### config.mk
export PLATFORM = sky130hd
export DESIGN_NAME = comvr_front
export DESIGN_NICKNAME = d
export VERILOG_FILES = /design/src/rtl/comvr_pkg.sv /design/src/rtl/comvr_front.sv
export SDC_FILE = /design/constraint.sdc
export NUM_CORES = 1
export LEC_CHECK = 0
export ABC_AREA = 1
export BUFFER_PORTS_ARGS = -buffer_cell sky130_fd_sc_hd__buf_2
export CORE_ASPECT_RATIO = 0.5
export CORE_MARGIN = 3
export CORE_UTILIZATION = 30
export CTS_CLUSTER_DIAMETER = 80
export DETAILED_ROUTE_END_ITERATION = 10
export PLACE_DENSITY = 0.51
export SLEW_MARGIN = 20
export SYNTH_ARGS = -nofsm -noshare
export SYNTH_HDL_FRONTEND = slang
export SYNTH_SLANG_ARGS = --single-unit
export TNS_END_PERCENT = 5
### constraint.sdc
create_clock -name clk_i -period 18.1 [get_ports clk_i]
set_clock_uncertainty 0.1 [all_clocks]
set_input_delay 0.905 -clock clk_i [delete_from_list [all_inputs] [get_ports clk_i]]
set_output_delay 0.905 -clock clk_i [all_outputs]
set_load 0.01 [all_outputs]
### src/rtl/comvr_pkg.sv
package comvr_pkg;

  localparam int unsigned MassW = 16;
  localparam int unsigned VelW  = 32;
  localparam int unsigned SumW  = 28;
  localparam int unsigned MomW  = 60;
  localparam int unsigned QDepth = 2;

  typedef enum logic [1:0] {
    ST_OK   = 2'd0,
    ST_ZERO = 2'd1,
    ST_SAT  = 2'd2
  } status_e;

  typedef enum logic {
    ACT_ACC = 1'b0,
    ACT_SUB = 1'b1
  } action_e;

  // one queued transaction
  typedef struct packed {
    action_e            action;
    logic               start_req;
    logic [MassW-1:0]   mass;
    logic [VelW-1:0]    vel_x;
    logic [VelW-1:0]    vel_y;
    logic [VelW-1:0]    vel_z;
  } item_t;

  typedef enum logic [1:0] {
    BK_RUN,
    BK_MUL,
    BK_DIV
  } back_state_e;

  // handshake between front queue and back end
  typedef struct packed {
    logic valid;
    logic pop;
  } q_ctrl_t;

  function automatic logic [VelW-1:0] sat32(input logic signed [VelW:0] v, output logic s);
    logic [VelW-1:0] r;
    begin
      r = v[VelW-1:0];
      s = 1'b0;
      if (v[VelW] != v[VelW-1]) begin
        s = 1'b1;
        r = v[VelW] ? {1'b1, {(VelW-1){1'b0}}} : {1'b0, {(VelW-1){1'b1}}};
      end
      return r;
    end
  endfunction

endpackage

### src/rtl/comvr_front.sv
module comvr_front
  import comvr_pkg::*;
(
  input  logic    clk_i,
  input  logic    rst_ni,
  input  logic    push_i,
  input  item_t   item_i,
  input  logic    pop_i,
  output q_ctrl_t ctrl_o,
  output logic    full_o,
  output item_t   item_o
);

  item_t       mem_q [QDepth];
  logic        wr_q, rd_q;
  logic [1:0]  cnt_q;

  always_ff @(posedge clk_i or negedge rst_ni) begin
    if (!rst_ni) begin
      wr_q  <= 1'b0;
      rd_q  <= 1'b0;
      cnt_q <= 2'd0;
    end else begin
      if (push_i) wr_q <= ~wr_q;
      if (pop_i)  rd_q <= ~rd_q;
      cnt_q <= cnt_q + {1'b0, push_i} - {1'b0, pop_i};
    end
  end

  always_ff @(posedge clk_i) begin
    if (push_i) mem_q[wr_q] <= item_i;
  end

  assign item_o       = mem_q[rd_q];
  assign ctrl_o.valid = (cnt_q != 2'd0);
  assign ctrl_o.pop   = pop_i;
  assign full_o       = (cnt_q == 2'(QDepth));

endmodule

==> metrics.yaml, run 1 <==
fillers: 2709
area_growth_pct: 26.7
pwr-share-seq_pct: 45.7
cts_tree: "yes"
fp.dieArea_sq_um: 30900
syn_avg_cell_area_sq_um: 13.9
synth_warnings: 0
hold_slack_ns: 0.0973
cts.clk_slew.worst_paths_ns: 0.06
switching_power_w: 0.000543
fp.dieH_microns: 126
synth_fp_nets: 741
cp-end-kind: "output port"
multiInputGateArea_sq_um: 1090
synth_mux_area_share_pct: 0
yosysSeqAreaShare_pct: 80.6
cts_sinks: 232
synthDistinctLibCells: 12
critPathMaxFanout: 116
ir_drop_mv: 0.109
postRouteAntennaNets: 0
gp_congestion: 0.758
synth-xor-area-share_pct: 0.203
worstSetupPathType: "register to output port"
grt.total_usage_pct: 12.2
fin_cells: 1261
fin_crit_ns: 4.18
die_w_microns: 246
clk_latency_ns: 0.50
grt_max_degree: 117
ys_seq_elements: 232
numPortBuffers: 234
report.final.slew_viol_count: 0
drive_above_1_share_pct: 31.4
dp_hpwl_microns: 13300
cp.arrival_ns: 3.17
max_stage_delay_ns: 1.09
utilization_pct: 39.0
hold_viol: 0
ctsHoldBuffers: 0
rsz0062_at_grt: "false"
cp-start-kind: "register"
maxCapViolCount: 0
numCtsBuffers: 23
pwr-share-comb_pct: 26.5
required_ns: 17.09
synth_compound_area_share_pct: 6.62
cellPowerDensity_nw_per_um2: 154
synth_top_family_by_area: "buffers and inverters"
p_int_w: 0.00114
synth_fa_ha_area_share_pct: 0.290
wl_per_cell_microns: 15.4
netlist_area_sq_um: 8620
final_net_count: 978
drtPass1Iterations: 4
overflow: 0
clock.fmax_mhz: 240
status: "finished clean"
seq_area_sq_um: 6950
slew_headroom_pct: 30.8
wl_microns: 19400
drc: 0
antenna_found_initial: 7
p_clk_share_pct: 27.8
setup_tns_ns: 0
grt_pass1_wl_microns: 29200
cts.htree.levels: 1
dp_cells: 1215
initialDrtViolationCount: 400
io_pins: 235
num_vias: 5202
post-cts-setup-buffers: 0
crit_chain: "buf_4 -> o21ai_0 -> buf_2"
hp-class: "primary input to async pin"
cts_root_buf: "clkbuf_16"
yosys.area_share.simple_pct: 5.41
setup_slack_ns: 13.92
netlist_instances: 621
grt_pass1_vias: 5212
setup_viol: 0
power_switching_share_pct: 32.3
leakagePower_nw: 4.60
viasPerCell: 4.13
initial_core_util_pct: 30.8
fin_crit_sh_pct: 23.1
core-area_sq_um: 28000
rows: 43
tightest_slew_ns: 1.04
cts-resized-gates: 0
critical_path.slowest_cell: "dfrtp_4"
pre_cts_ws_ns: 14.41
cts_max_path_buffers: 3
-- cell usage in the layout, fill, tap and decap left out --
master | netlist | final
buf_2 | 21 | 234
edfxtp_1 | 228 | 228
nand2_1 | 121 | 121
inv_1 | 121 | 120
o21ai_0 | 114 | 114
clkbuf_16 | 0 | 23
clkinv_2 | 0 | 6
diode_2 | 0 | 5
clkinv_1 | 0 | 5
buf_4 | 4 | 4
bufinv_16 | 0 | 3
clkbuf_1 | 1 | 3
dfrtp_1 | 4 | 3
xor2_1 | 2 | 2
ha_1 | 2 | 2
nand3_1 | 1 | 1
nor2_1 | 2 | 1
inv_4 | 0 | 1
nor2_4 | 0 | 1
clkinvlp_4 | 0 | 1
dfrtp_4 | 0 | 1
-- cell usage after synthesis (all sizes together) --
cell type | n | area [sq um]
o21ai | 114 | 571
buf | 25 | 135
nand2 | 121 | 454
inv | 121 | 454
nor2 | 2 | 7.51
nand3 | 1 | 5.00
dfrtp | 4 | 100
clkbuf | 1 | 3.75
edfxtp | 228 | 6850
xor2 | 2 | 17.5
ha | 2 | 25.0
-- logic make-up after synthesis --
family,after synthesis
flops,232
fa+ha+maj,2
simple gates,124
buf+inv,147
compound gates,114
xor+xnor,2
-- power groups by stage --
stage | clock network [W] | registers (W) | logic (W)
CTS | 0.000485 | 0.000772 | 0.000464
floorplan | 0 | 0.000757 | 0.000281
detailed placement | 0 | 0.000783 | 0.000463
finish | 0.000467 | 0.000770 | 0.000447
global placement | 0 | 0.000779 | 0.000461
global route | 0.000509 | 0.000784 | 0.000497
-- metrics by stage --
| step | cell area, sq um | power [W] |
|---|---|---|
| after floorplan | 8620 | 0.00104 |
| after global placement | 10200 | 0.00124 |
| after detailed placement | 10200 | 0.00125 |
| after CTS | 10900 | 0.00172 |
| after global routing | 10900 | 0.00179 |
| final | 10900 | 0.00168 |
-- critical path: cells and delay by family (launching register included) --
family,cells,cell delay [ns]
flops,1,1.09
buf+inv,2,1.09
compound gates,1,0.32
-- registers in the layout (all words and copies together) (netlist names) --
name   count
mem_q    228
rd_q       1
wr_q       1
cnt_q      2
-- area by class of cell --
class	count	area share, %
antenna	5	0.115
clock buffer	26	5.37
clock inverter	15	1.34
inverter	121	4.18
multi-input combinational	242	9.96
sequential	232	63.7
tap	382	4.38
timing repair buffer	238	11.0
-- routing by layer --
layer	global-route usage [%]	vias up	routed length (microns)
met4	4.40	4	466
li1	-	2574	-
met2	22.9	67	10800
met5	0	-	27
met1	13.5	2522	7500
met3	2.79	35	625
-- path summary, 6_finish.rpt --
kind	from	to	slack [ns]	depth (start not counted)
max	rd_q	item_o[88]	13.92	3
min reg2reg	wr_q	wr_q	0.45	1
min	rst_ni	cnt_q[0]	0.1	1
max reg2reg	wr_q	mem_q[1][70]	15.68	3
min in group clk_i	wr_q	wr_q	0.45	1
max in group asynchronous	rst_ni	rd_q	17.67	1
No activity file was read; power rests on OpenSTA's default activity.
==> run 2, diff against run 1 <==
==> constraint.sdc (replaced) <==
create_clock -name clk_i -period 3.85 [get_ports clk_i]
set_clock_uncertainty 0.1 [all_clocks]
set_input_delay 0.1925 -clock clk_i [delete_from_list [all_inputs] [get_ports clk_i]]
set_output_delay 0.1925 -clock clk_i [all_outputs]
set_load 0.01 [all_outputs]
==> metrics.yaml, run 2 (synthesis gave the netlist of run 1 again) <==
initial_core_util_pct: 30.8
overflow: 0
fp.dieArea_sq_um: 30900
dr_wl_met2_microns: 10900
gp_congestion: 0.783
crit_chain: "buf_4 -> nand2_1 -> o21ai_0 -> buf_2"
dp_cells: 1216
setup_tns_ns: 0
antenna_found_initial: 0
cts_root_buf: "clkbuf_16"
die_w_microns: 246
route.met3.wl_microns: 671
wl_met1_microns: 7840
reg_top3: "mem_q x228, cnt_q x2"
cp-start-kind: "register"
setup_viol: 0
numPortBuffers: 234
worstSetupPathType: "register to output port"
placed_area_sq_um: 10200
grt.total_usage_pct: 12.8
status: "finished clean"
final_cell_area_sq_um: 12100
fillers: 2626
multiInputGateArea_sq_um: 1090
drtPass1Iterations: 5
ir_drop_mv: 0.261
largest_register_ffs: 228
utilization_pct: 43.1
cts_tree: "yes"
top_register: "mem_q"
viasPerCell: 4.07
postRouteAntennaNets: 0
initialDrtViolationCount: 338
cellPowerDensity_nw_per_um2: 656
fin_cells: 1372
layout_common_cells: "buf_2, edfxtp_1, nand2_1, inv_1, dlygate4sd3_1"
final_net_count: 1097
layout_commonest_cell: "buf_2"
critPathMaxFanout: 69
drc: 0
switching_power_w: 0.00259
rows: 43
pwr-share-seq_pct: 44.9
seq_area_sq_um: 6950
power_switching_share_pct: 32.8
grt_max_degree: 115
cts.htree.levels: 1
cts_max_path_buffers: 3
numCtsBuffers: 23
clock.fmax_mhz: 394
hold_viol: 0
top_layer_used: "met4"
area_growth_pct: 40.0
fin_crit_sh_pct: 65.9
grt_pass1_vias: 5794
hp-class: "primary input to register"
grt_pass1_wl_microns: 31000
required_ns: 3.56
dp_hpwl_microns: 13100
num_vias: 5580
cp.arrival_ns: 2.25
slew_headroom_pct: 54.0
hold_slack_ns: 0.303
antenna_cells: 0
fin_crit_ns: 2.54
clk_latency_ns: 0.51
report.final.slew_viol_count: 0
core-area_sq_um: 28000
p_clk_share_pct: 26.0
p_int_w: 0.00532
max_stage_delay_ns: 0.83
cts-resized-gates: 0
critical_path.slowest_cell: "dfrtp_4"
fp.dieH_microns: 126
pwr-share-comb_pct: 29.0
cts_sinks: 232
leakagePower_nw: 5.09
wl_per_cell_microns: 14.7
io_pins: 235
cp-end-kind: "output port"
tightest_slew_ns: 0.690
wl_microns: 20200
drive_above_1_share_pct: 27.6
maxCapViolCount: 0
rsz0062_at_grt: "false"
cts.clk_slew.worst_paths_ns: 0.07
run 2: cell types whose count changed in the layout (fill, tap and decap cells not counted), moves of 2 or more:
cell | previous run | this run
buf_12 | 0 | 3
buf_4 | 4 | 2
bufinv_16 | 3 | 1
clkbuf_1 | 3 | 1
diode_2 | 5 | 0
dlygate4sd3_1 | 0 | 118
run 2: routing by layer:
layer	GRT usage, %	up-vias
li1	-	2802
met2	24.3	84
met4	4.75	0
met5	0	-
met3	2.60	48
met1	14.1	2646
run 2: what timing repair did:
item                                   in CTS  in global routing
endpoints found under the hold margin     235                  0
setup buffers                               0                  0
setup endpoints to repair                   0                  0
hold buffers                              118                  0
run 2: metrics by stage:
stage | worst slack, ns | power [W]
finish | 1.31 | 0.00792
global route | 1.09 | 0.00841
CTS | 1.32 | 0.00808
detailed placement | 1.85 | 0.00589
global placement | 1.87 | 0.00586
floorplan | 0.606 | 0.00485
run 2: cell type report:
cell class | instances | area share, %
repair buffers | 357 | 20.1
flip-flops and latches | 232 | 57.6
clock buffers | 24 | 4.80
well taps | 382 | 3.96
inverters | 121 | 3.78
clock inverters | 14 | 0.726
multi-input cells | 242 | 9.01
run 2: worst paths after layout:
check	startpoint	to	slack, ns	cells past startpoint
max	rd_q	item_o[46]	1.31	4
min	item_i[3]	mem_q[1][3]	0.30	2
max reg2reg	wr_q	mem_q[1][66]	1.88	3
min reg2reg	wr_q	wr_q	0.45	1
max in group asynchronous	rst_ni	rd_q	2.88	3
min in group asynchronous	rst_ni	cnt_q[1]	0.52	3
run 2: critical path: cells and delay by family, from the launching register on:
family | cells | cell delay [ns]
compound gates | 1 | 0.12
buf+inv | 2 | 0.66
flops | 1 | 0.83
simple gates | 1 | 0.10
run 2: power groups by stage:
stage / sequential (W) / combinational, W / clock (W)
after global routing: 0.00362 / 0.00256 / 0.00223
final: 0.00356 / 0.00230 / 0.00206
after CTS: 0.00357 / 0.00237 / 0.00213
after global placement: 0.00361 / 0.00225 / 0
after floorplan: 0.00353 / 0.00132 / 0
after detailed placement: 0.00362 / 0.00226 / 0
==> run 3, diff against run 2 <==
--- a/config.mk
+++ b/config.mk
@@ -5,14 +5,14 @@
 export SDC_FILE = /design/constraint.sdc
 export NUM_CORES = 1
 export LEC_CHECK = 0
-export ABC_AREA = 1
+export ABC_AREA = 0
 export BUFFER_PORTS_ARGS = -buffer_cell sky130_fd_sc_hd__buf_2
 export CORE_ASPECT_RATIO = 0.5
 export CORE_MARGIN = 3
 export CORE_UTILIZATION = 30
 export CTS_CLUSTER_DIAMETER = 80
 export DETAILED_ROUTE_END_ITERATION = 10
-export PLACE_DENSITY = 0.51
+export PLACE_DENSITY = 0.52
 export SLEW_MARGIN = 20
 export SYNTH_ARGS = -nofsm -noshare
 export SYNTH_HDL_FRONTEND = slang
==> constraint.sdc (replaced) <==
create_clock -name clk_i -period 2.19 [get_ports clk_i]
set_clock_uncertainty 0.1 [all_clocks]
set_input_delay 0.1095 -clock clk_i [delete_from_list [all_inputs] [get_ports clk_i]]
set_output_delay 0.1095 -clock clk_i [all_outputs]
set_load 0.01 [all_outputs]
==> metrics.yaml, run 3 <==
status: "finished clean"
antenna_cells: 0
cp.arrival_ns: 1.87
rr_worst_depth: 2
cts_root_buf: "clkbuf_16"
final_net_count: 863
rows: 43
netlist_area_sq_um: 8630
fp.dieH_microns: 126
initial_core_util_pct: 30.8
clock.fmax_mhz: 480
cts_max_path_buffers: 3
grt_pass1_vias: 5210
synth_commonest_cells: "edfxtp_1, mux2_2, mux2_4"
reg2reg_to: "mem_q[0][71]"
yosysSeqAreaShare_pct: 80.5
layout_common_cells: "buf_2, edfxtp_1, dlygate4sd3_1, mux2_2, mux2_4"
maxCapViolCount: 0
p_clk_share_pct: 26.3
dp_cells: 982
ir_drop_mv: 0.578
clk_latency_ns: 0.51
cellPowerDensity_nw_per_um2: 1180
fin_cells: 1141
layout_commonest_cell: "buf_2"
worstReg2RegStart: "wr_q"
numCtsBuffers: 23
grt_pass1_wl_microns: 30000
grt_max_degree: 76
cp-end-kind: "output port"
viasPerCell: 4.15
synthTopCellsByArea: "edfxtp_1, mux2_4, mux2_2"
leakagePower_nw: 4.73
netlist_instances: 371
crit_path_start: "rd_q"
postRouteAntennaNets: 0
report.final.slew_viol_count: 0
hold_path_depth: 2
wl_per_cell_microns: 17.3
tightest_slew_ns: 0.449
wl_microns: 19700
syn_avg_cell_area_sq_um: 23.3
top_register: "mem_q"
required_ns: 1.98
rsz0062_at_grt: "false"
slew_headroom_pct: 70.0
reg_top3: "mem_q x228, cnt_q x2"
post-cts-setup-buffers: 0
utilization_pct: 43.5
num_vias: 4739
switching_power_w: 0.00415
synth_warnings: 0
ctsHoldBuffers: 118
drc: 0
ys_seq_elements: 232
synthDistinctLibCells: 14
setup_tns_ns: 0
post-synth-top-count-cell: "edfxtp_1"
ff2ff_setup_slack_ns: 0.67
hp-start: "item_i[110]"
grt.total_usage_pct: 12.6
cts_tree: "yes"
setup_viol: 0
area_growth_pct: 41.3
dp_hpwl_microns: 13100
netlist.area_leader.share_pct: 79.3
fin_crit_sh_pct: 95.1
largest_register_ffs: 228
critPathMaxFanout: 23
overflow: 0
yosys_most_used_dff: "edfxtp_1"
antenna_found_initial: 0
cts-resized-gates: 0
p_total_w: 0.0144
cts.htree.levels: 1
drtPass1Iterations: 4
io_pins: 235
numPortBuffers: 234
drive_above_1_share_pct: 51.6
synthArstFlopShare_pct: 1.72
initialDrtViolationCount: 258
core-area_sq_um: 28000
die_w_microns: 246
yosysTopAreaCell: "edfxtp_1"
hp-class: "primary input to register"
gp_congestion: 0.764
pwr-share-comb_pct: 31.3
cts.clk_slew.worst_paths_ns: 0.06
synth_fp_nets: 491
cp-start-kind: "register"
worstSetupPathType: "register to output port"
synth-edff-count: 228
hold_viol: 0
crit_end: "item_o[34]"
pwr-share-seq_pct: 42.4
fin_crit_ns: 2.08
cts_sinks: 232
power_switching_share_pct: 28.8
p_int_w: 0.0103
fp.dieArea_sq_um: 31000
run 3: cell types whose count changed in the layout (fill, tap and decap cells not counted), sizes merged, moves of 2 or more:
cell | previous run | this run
clkinvlp | 0 | 3
clkbuf | 24 | 27
mux2 | 0 | 114
nand2 | 121 | 0
inv | 121 | 2
buf | 239 | 243
nor2 | 2 | 0
nor2b | 0 | 2
clkinv | 13 | 9
o21ai | 114 | 0
run 3: worst max-delay path: stages (launching register included):
cell,delay (ns)
dfrtp_4,0.45
buf_4,0.35
mux2_2,0.41
buf_2,0.15
run 3: final cells by class:
class	instances	area [sq um]
clock buffers	27	591
well taps	382	478
multi-input cells	123	1570
flip-flops and latches	232	6950
repair buffers	361	2480
clock inverters	14	120
fillers	2520	15800
inverters	2	7.51
run 3: logic make-up (layout without fill, tap and decap cells):
kind of cell	count (synthesis)	count (layout)	share of synthesized area [%]
xor+xnor	3	3	0.478
mux	114	114	17.0
fa+ha+maj	2	2	0.290
flops	232	232	80.5
simple gates	4	4	0.290
buf+inv	16	404	1.43
run 3: metrics by stage:
stage | cell area (sq um) | setup slack [ns] | hold slack (ns)
after floorplan | 8640 | -0.449 | -0.286
after global placement | 10300 | 0.612 | -0.176
after detailed placement | 10300 | 0.609 | -0.176
after CTS | 12200 | 0.0484 | 0.183
after global routing | 12200 | 0.0114 | 0.192
final | 12200 | 0.108 | 0.219
run 3: metal layers:
| metal | vias up | GRT usage, % | routed length, microns |
|---|---|---|---|
| li1 | 2225 | - | - |
| met1 | 2389 | 14.1 | 7370 |
| met4 | 0 | 4.37 | 697 |
| met3 | 44 | 2.45 | 616 |
| met2 | 81 | 24.0 | 11000 |
| met5 | - | 0 | 0 |
run 3: how the worst min path moves through the flow:
stage / end / slack, ns
after floorplan: cnt_q[0] / -0.29
after CTS: mem_q[1][107] / 0.18
final: mem_q[0][110] / 0.22
after detailed placement: cnt_q[1] / -0.18
after global placement: cnt_q[1] / -0.18
after global routing: mem_q[0][112] / 0.19
run 3: power groups by stage:
stage	logic (W)	registers [W]	clock network [W]
3_3_place_gp	0.00445	0.00619	0
6_report	0.00452	0.00611	0.00380
2_1_floorplan	0.00286	0.00616	0
4_1_cts	0.00465	0.00612	0.00393
5_1_grt	0.00485	0.00618	0.00410
3_5_place_dp	0.00445	0.00622	0
